File: config.mk
export PLATFORM = sky130hd
export DESIGN_NAME = indexed_list_insert_remove
export DESIGN_NICKNAME = d
export VERILOG_FILES = /design/src/hw/rtl/ilir_pkg.sv /design/src/hw/rtl/ilir_ctrl.sv /design/src/hw/rtl/ilir_cell.sv /design/src/hw/rtl/indexed_list_insert_remove.sv
export SDC_FILE = /design/constraint.sdc
export NUM_CORES = 1
export LEC_CHECK = 0
export ABC_AREA = 0
export BUFFER_PORTS_ARGS = -buffer_cell sky130_fd_sc_hd__buf_2
export CAP_MARGIN = 20
export CORE_ASPECT_RATIO = 2
export CORE_MARGIN = 3
export CORE_UTILIZATION = 45
export CTS_CLUSTER_DIAMETER = 30
export DETAILED_ROUTE_END_ITERATION = 10
export PLACE_DENSITY_LB_ADDON = 0.25
export SYNTH_ARGS = -nofsm -noshare
export SYNTH_HDL_FRONTEND = slang
export SYNTH_HIERARCHICAL = 1
export SYNTH_SLANG_ARGS = --single-unit
File: constraint.sdc
create_clock -name clk -period 7.7 [get_ports clk]
set_input_delay 1.925 -clock clk [delete_from_list [all_inputs] [get_ports clk]]
set_output_delay 1.925 -clock clk [all_outputs]
set_load 0.005 [all_outputs]
File: src/hw/rtl/ilir_pkg.sv
`timescale 1ns / 1ps
// ----------------------------------------------------------------------------
// ilir_pkg: shared types and constants for the indexed list
// Transaction structs, operation codes and cell control word.
// ----------------------------------------------------------------------------
package ilir_pkg;

	localparam int CAPACITY = 16;
	localparam int CNT_W    = $clog2(CAPACITY + 1);
	localparam int IDX_W    = (CAPACITY > 1) ? $clog2(CAPACITY) : 1;
	localparam int LEN_W    = 5;
	localparam int POS_W    = 5;
	localparam int CMP_W    = ((CNT_W > POS_W) ? CNT_W : POS_W) + 1;

	typedef enum logic [2:0] {
		OP_ADD_HEAD = 3'd0,
		OP_ADD_TAIL = 3'd1,
		OP_REM_HEAD = 3'd2,
		OP_REM_TAIL = 3'd3,
		OP_INSERT   = 3'd4,
		OP_REM_AT   = 3'd5,
		OP_CLEAR    = 3'd6
	} op_t;

	typedef struct packed {
		logic [2:0]         func;
		logic signed [31:0] value_in;
		logic [POS_W-1:0]   position;
	} req_t;

	typedef struct packed {
		logic               ok;
		logic signed [31:0] value_out;
		logic [LEN_W-1:0]   length;
	} rsp_t;

	typedef struct packed {
		logic             ins;
		logic             rem;
		logic             clr;
		logic             ok;
		logic [IDX_W-1:0] idx;
	} ctl_t;

	function automatic logic [LEN_W-1:0] to_len(input logic [CNT_W-1:0] c);
		logic [CNT_W+LEN_W-1:0] w;
		w = (CNT_W + LEN_W)'(c);
		return w[LEN_W-1:0];
	endfunction

endpackage

File: src/hw/rtl/ilir_ctrl.sv
`timescale 1ns / 1ps
// ----------------------------------------------------------------------------
// ilir_ctrl: operation decode
// Checks a command against the fill level and issues the cell control word.
// ----------------------------------------------------------------------------
module ilir_ctrl
	import ilir_pkg::*;
(
	input  logic             accept,
	input  req_t             cmd,
	input  logic [CNT_W-1:0] count_q,
	output ctl_t             ctl
);

	logic             full;
	logic             empty;
	logic [CMP_W-1:0] pos_x;
	logic [CMP_W-1:0] cnt_x;
	logic [CNT_W-1:0] last;

	assign full  = (count_q >= CNT_W'(CAPACITY));
	assign empty = (count_q == '0);
	assign pos_x = CMP_W'(cmd.position);
	assign cnt_x = CMP_W'(count_q);
	assign last  = count_q - CNT_W'(1);

	always_comb begin
		ctl = '0;
		case (op_t'(cmd.func))
			OP_ADD_HEAD: begin
				ctl.ins = !full;
			end
			OP_ADD_TAIL: begin
				ctl.ins = !full;
				ctl.idx = count_q[IDX_W-1:0];
			end
			OP_REM_HEAD: begin
				ctl.rem = !empty;
			end
			OP_REM_TAIL: begin
				ctl.rem = !empty;
				ctl.idx = last[IDX_W-1:0];
			end
			OP_INSERT: begin
				ctl.ins = !empty && !full && (pos_x <= cnt_x);
				ctl.idx = cmd.position[IDX_W-1:0];
			end
			OP_REM_AT: begin
				ctl.rem = (pos_x < cnt_x);
				ctl.idx = cmd.position[IDX_W-1:0];
			end
			OP_CLEAR: begin
				ctl.clr = 1'b1;
			end
			default: begin
				ctl = '0;
			end
		endcase
		ctl.ok  = ctl.ins || ctl.rem || ctl.clr;
		ctl.ins = ctl.ins && accept;
		ctl.rem = ctl.rem && accept;
		ctl.clr = ctl.clr && accept;
	end

endmodule

File: src/hw/rtl/ilir_cell.sv
`timescale 1ns / 1ps
// ----------------------------------------------------------------------------
// ilir_cell: one list slot
// Holds one entry; shifts from its left neighbor on insert, from its right
// neighbor on remove, or loads the new value when it is the insert slot.
// ----------------------------------------------------------------------------
module ilir_cell
	import ilir_pkg::*;
(
	input  logic               clk,
	input  ctl_t               ctl,
	input  logic [IDX_W-1:0]   cell_idx,
	input  logic signed [31:0] value_in,
	input  logic signed [31:0] left_val,
	input  logic signed [31:0] right_val,
	output logic signed [31:0] data_q
);

	always_ff @(posedge clk) begin
		if (ctl.ins) begin
			if (cell_idx > ctl.idx) begin
				data_q <= left_val;
			end else if (cell_idx == ctl.idx) begin
				data_q <= value_in;
			end
		end else if (ctl.rem) begin
			if (cell_idx >= ctl.idx) begin
				data_q <= right_val;
			end
		end
	end

endmodule

File: src/hw/rtl/indexed_list_insert_remove.sv
`timescale 1ns / 1ps
// ----------------------------------------------------------------------------
// indexed_list_insert_remove: ordered list of signed 32-bit values
// Takes one command per cycle (busy stays low); each accepted transaction
// returns its result on rsp with done high for exactly one cycle, on the
// cycle after start. A row of CAPACITY cells shifts every entry in the same
// cycle on insert or remove, so each operation finishes in that one cycle.
// The result is not held: the receiver must take it when done is high.
// ----------------------------------------------------------------------------
module indexed_list_insert_remove
	import ilir_pkg::*;
(
	input  logic clk,
	input  logic arst_n,
	input  logic start,
	output logic busy,
	input  req_t cmd,
	output logic done,
	output rsp_t rsp
);

	logic               accept;
	ctl_t               ctl;
	logic [CNT_W-1:0]   count_q;
	logic [CNT_W-1:0]   count_nx;
	logic signed [31:0] cell_data [CAPACITY];
	logic signed [31:0] removed;
	logic               done_q;
	rsp_t               rsp_q;

	assign busy   = 1'b0;
	assign accept = start && !busy;

	ilir_ctrl u_ctrl (
		.accept  (accept),
		.cmd     (cmd),
		.count_q (count_q),
		.ctl     (ctl)
	);

	for (genvar i = 0; i < CAPACITY; i++) begin : g_cell
		logic signed [31:0] left_v;
		logic signed [31:0] right_v;

		if (i == 0) begin : g_first
			assign left_v = '0;
		end else begin : g_mid_l
			assign left_v = cell_data[i-1];
		end

		if (i == CAPACITY - 1) begin : g_last
			assign right_v = '0;
		end else begin : g_mid_r
			assign right_v = cell_data[i+1];
		end

		ilir_cell u_cell (
			.clk       (clk),
			.ctl       (ctl),
			.cell_idx  (IDX_W'(i)),
			.value_in  (cmd.value_in),
			.left_val  (left_v),
			.right_val (right_v),
			.data_q    (cell_data[i])
		);
	end

	assign removed = cell_data[ctl.idx];

	always_comb begin
		count_nx = count_q;
		if (ctl.clr) begin
			count_nx = '0;
		end else if (ctl.ins) begin
			count_nx = count_q + CNT_W'(1);
		end else if (ctl.rem) begin
			count_nx = count_q - CNT_W'(1);
		end
	end

	always_ff @(posedge clk or negedge arst_n) begin
		if (!arst_n) begin
			count_q <= '0;
			done_q  <= 1'b0;
		end else begin
			count_q <= count_nx;
			done_q  <= accept;
		end
	end

	always_ff @(posedge clk) begin
		if (accept) begin
			rsp_q.ok        <= ctl.ok;
			rsp_q.value_out <= ctl.rem ? removed : 32'sd0;
			rsp_q.length    <= to_len(count_nx);
		end
	end

	assign done = done_q;
	assign rsp  = rsp_q;

endmodule

==> flow_results.org <==
** Final layout
- # nets final :: 5018
- Relative to the synthesized area, the layout overhead comes to 9.892%.
- The finished cells cover 50420 um^2.
- Storage element area :: 16670 um^2
- Leaving out fill and tap cells, the most frequent cells in the layout are 588 x inv_1, 550 x edfxtp_1, 521 x nor2_1.
- Final core area utilization :: 49.84%
- Area of the multi-input gates :: 24790 um^2
- The layout has 9345 filler cells.
- Fraction of final layout cells sized beyond drive strength 1 :: 9.147%
- Leaving out fill and tap cells, the most frequent cell in the layout is inv_1.

** Power
- Power density normalized to cell area :: 287.6 nW/um^2
- In this run the static leakage power is 18.63 nW.
- The worst-case IR drop observed on VDD is 0.0001788 V.

** Drt
- For this run, design rule violations remaining after detail routing come to 0.
- Across all layers, the routed design uses 41910 vias.
- Routed length on met2 :: 81580 um
- After detailed routing, the total wire length is 150500 um.
- After detailed routing, the number of vias per cell comes to 6.617.
- Number of DRC violations after detailed-routing iteration 0 :: 4491
- Highest metal used :: met5
- After detailed routing, the met3 layer carries 8988 um of wire.
- After detailed routing, the average wire length per cell comes to 23.76 um.
- For this block, wires on met1 add up to 54090 um.
- The detail route stage leaves a number of antenna-violating nets equal to 0.
- Drt pass-1 iters :: 6

** Setup path
- CP arrival :: 5.67 ns
- Worst setup slack for register-to-register paths :: 3.40 ns
- Maximum fanout count along the critical path :: 65
- Crit. End Element :: flop
- Highest cell delay on the worst timing path :: 0.67 ns
- The critical path is of the input pin to flop type.
- In this design, the critical path's most frequently occurring cell is buf_4.
- STA classifies the critical path startpoint as an input pin.
- STA puts the critical path data required time at 8.03 ns.
- Depth of the most critical reg-to-reg path :: 10
- The slowest stage of the critical path is the o21ai_4 cell.
- Traced cell by cell, the critical path runs through buf_2 > nor2b_1 > a22oi_1 > o21ai_4 > buf_4 > inv_1 > ha_1 > and4_2 > buf_4 > o32a_1 > buf_4.

** Die
- 83 I/O pins were placed.
- After floorplanning, the core was divided into 165 placement rows.
- From bottom edge to top edge, the die measures 457.6 um.
- The initial utilization of the core area, before any placement, comes to 45.35%.
- In this run the standard cell core region covers 101200 um^2.
- Die Width :: 231.8 um
- Die Outline Area :: 106100 um^2

** Clock tree
- TritonCTS built the clock tree.
- Buffers inserted to repair hold after CTS numbered 0.
- In this run the clock root is driven by a clkbuf_16.
- Clock network latency to the later pin of the worst-skew pair :: 0.71 ns
- TritonCTS created 108 clock buffers.
- After clock tree synthesis, the clock-pin slew on the worst setup and hold paths is 0.05 ns.
- The tree built by TritonCTS fans out to 556 sinks.
- Number of gates resized after cts :: 0
- The longest clock path from root to sink contains 3 buffers.
- The clock tree synthesis step divided the H-tree into 3 levels.
- In this run the post-CTS setup repair buffer count came out at 0.

** Global routing
- The first global-routing pass estimated 234900 um of wire.
- Across every metal layer, demand over resource in global routing totals 27.33%.
- Overflow left after global routing :: 0
- Antenna violations before repair :: 2
- Entering global routing, the biggest net connects 241 pins.
- The via count of the first global-routing pass is 41510.

** Synth
- Warning count from the yosys run :: 6
- Number of unique standard cell types used by synthesis :: 51
- Fraction of post-synthesis cell area in the top cell type by area :: 36.00%
- Top cells by area, synth :: edfxtp_1 36%, o311a_1 11%, a311oi_1 9.8%
- Instance count of the mapped netlist :: 4975
- Biggest area consumer among synthesized cells :: edfxtp_1
- Post-synthesis cell area :: 45880 um^2
- Synthesis inferred 556 register bits.
- A synthesized cell averages 9.222 um^2.
- The synthesized design contains 550 enable-type register cells.
- Proportion of synthesized flip-flops having asynchronous set or reset :: 1.079%
- Primary FF master, synth :: edfxtp_1
- Post-synthesis sequential area ratio :: 36.33%

** Hold path
- Number of cells traversed by the worst hold path :: 1
- The min-delay analysis places its worst path in the category flop to flop.

** Status
- Status :: finished with violations
- The checks that failed: max-slew violations.

** Timing
- On the final layout, the worst hold slack is 0.6290 ns.
- Final worst path period share :: 69.39%
- For the pin with the worst max-slew slack, the measured transition is 1.532 ns.
- Fin. max-slew vios :: 99
- The clock period could shrink to 5.343 ns.
- The number of hold violations in the final report was 0.
- Across the routed clock network, the largest skew measured is 0.02472 ns.
- Measured against its own limit, the worst slew margin works out to -2.349%.
- Setup slack on the critical path of the routed design comes to 2.357 ns.
- Highest achievable clock rate :: 187.2 MHz
- Setup repair after global routing left no endpoint under its margin.
- Setup-failing EPs final :: 0
- Final setup TNS :: 0 ns

** Placed design
- Gp weighted congestion :: 0.8600
- OpenSTA, run right after detailed placement, puts the worst setup slack at 1.726 ns.
- Port bufs :: 81
- The placed instances occupy a cell area of 46610 um^2.
- Summed over all nets, the half-perimeter wirelength after detailed placement is 108500 um.

** Job
- The tool flagged a number of max-cap violations equal to 0.
## where the power goes
group          switching (mW)  internal, mW
sequential              0.505          4.16
combinational            3.14          1.69
clock                    1.72          3.29
total                    5.37          9.13
## final timing paths
check                                              endpoint                   startpoint
worst max-delay path             g_cell[5].u_cell/data_q[7]                      cmd[39]
worst min-delay path            g_cell[1].u_cell/data_q[22]  g_cell[0].u_cell/data_q[22]
worst max register to register   g_cell[1].u_cell/data_q[3]                   count_q[2]
worst min register to register  g_cell[1].u_cell/data_q[22]  g_cell[0].u_cell/data_q[22]
max in group asynchronous                        count_q[0]                       arst_n
min in group asynchronous                        count_q[1]                       arst_n
## critical path: cells and delay by family
kind,cells,cell delay [ns]
compound gates,3,1.11
buf+inv,5,1.65
fa+ha+maj,1,0.30
simple gates,2,0.60
## registers in the layout, summed over array words and instances (netlist names)
register / flops
done: 1
count_q: 5
g_cell.u_cell/data_q: 512
rsp: 38
## cells by family (layout without fill, tap and decap cells)
family | Yosys count | in the layout | synth area share (%)
simple gates | 1710 | 1710 | 19.03
compound gates | 1268 | 1268 | 25.31
buf+inv | 1115 | 977 | 11.57
flops | 556 | 556 | 36.33
mux | 246 | 246 | 5.667
fa+ha+maj | 73 | 73 | 1.991
xor+xnor | 5 | 5 | 0.09545
other cells | 2 | 162 | 0.01637
## routing by layer
layer / vias to the layer above / GRT usage (%)
met4: 2 / 12.39
met2: 1853 / 51.82
li1: 19300 / -
met5: - / 0
met1: 20280 / 29.85
met3: 476 / 3.447
## Yosys cell counts, types with 4 or more instances
library cell and number:
o22ai_1 21, o32a_1 16, nor3_1 515, buf_1 12, buf_4 10, buf_2 172, inv_1 588, o31ai_2 10
o31ai_1 7, nor2_1 522, buf_6 110, o21ai_0 6, mux4_2 11, clkbuf_4 4, a221oi_1 12, a311oi_1 512
or3_1 512, nand2b_1 35, clkbuf_1 217, o31a_4 16, nand4_1 4, nor2b_4 17, o21a_1 17, ha_1 73
o21ai_1 23, edfxtp_1 550, and4_1 16, mux2i_1 235, o311a_1 512, dfrtp_1 6, a22oi_1 108, xnor2_1 4
nand2_1 78
## per-stage QoR
step                      std cells  power [mW]
after floorplan                5134       8.156
after global placement         6126       9.259
after detailed placement       6127       9.410
after CTS                      6331       14.46
after global routing           6332       15.15
final                          6333       14.50
## layout make-up
type                            count  area share, %
Clock inverter                     77          1.866
Tap cell                         1336          3.316
Timing Repair Buffer              185          2.581
Sequential cell                   556          33.06
Inverter                          588          4.378
Multi-Input combinational cell   3463          49.17
Clock buffer                      127          5.629
Antenna cell                        1       0.004964
(Power assumes the default switching activity.)
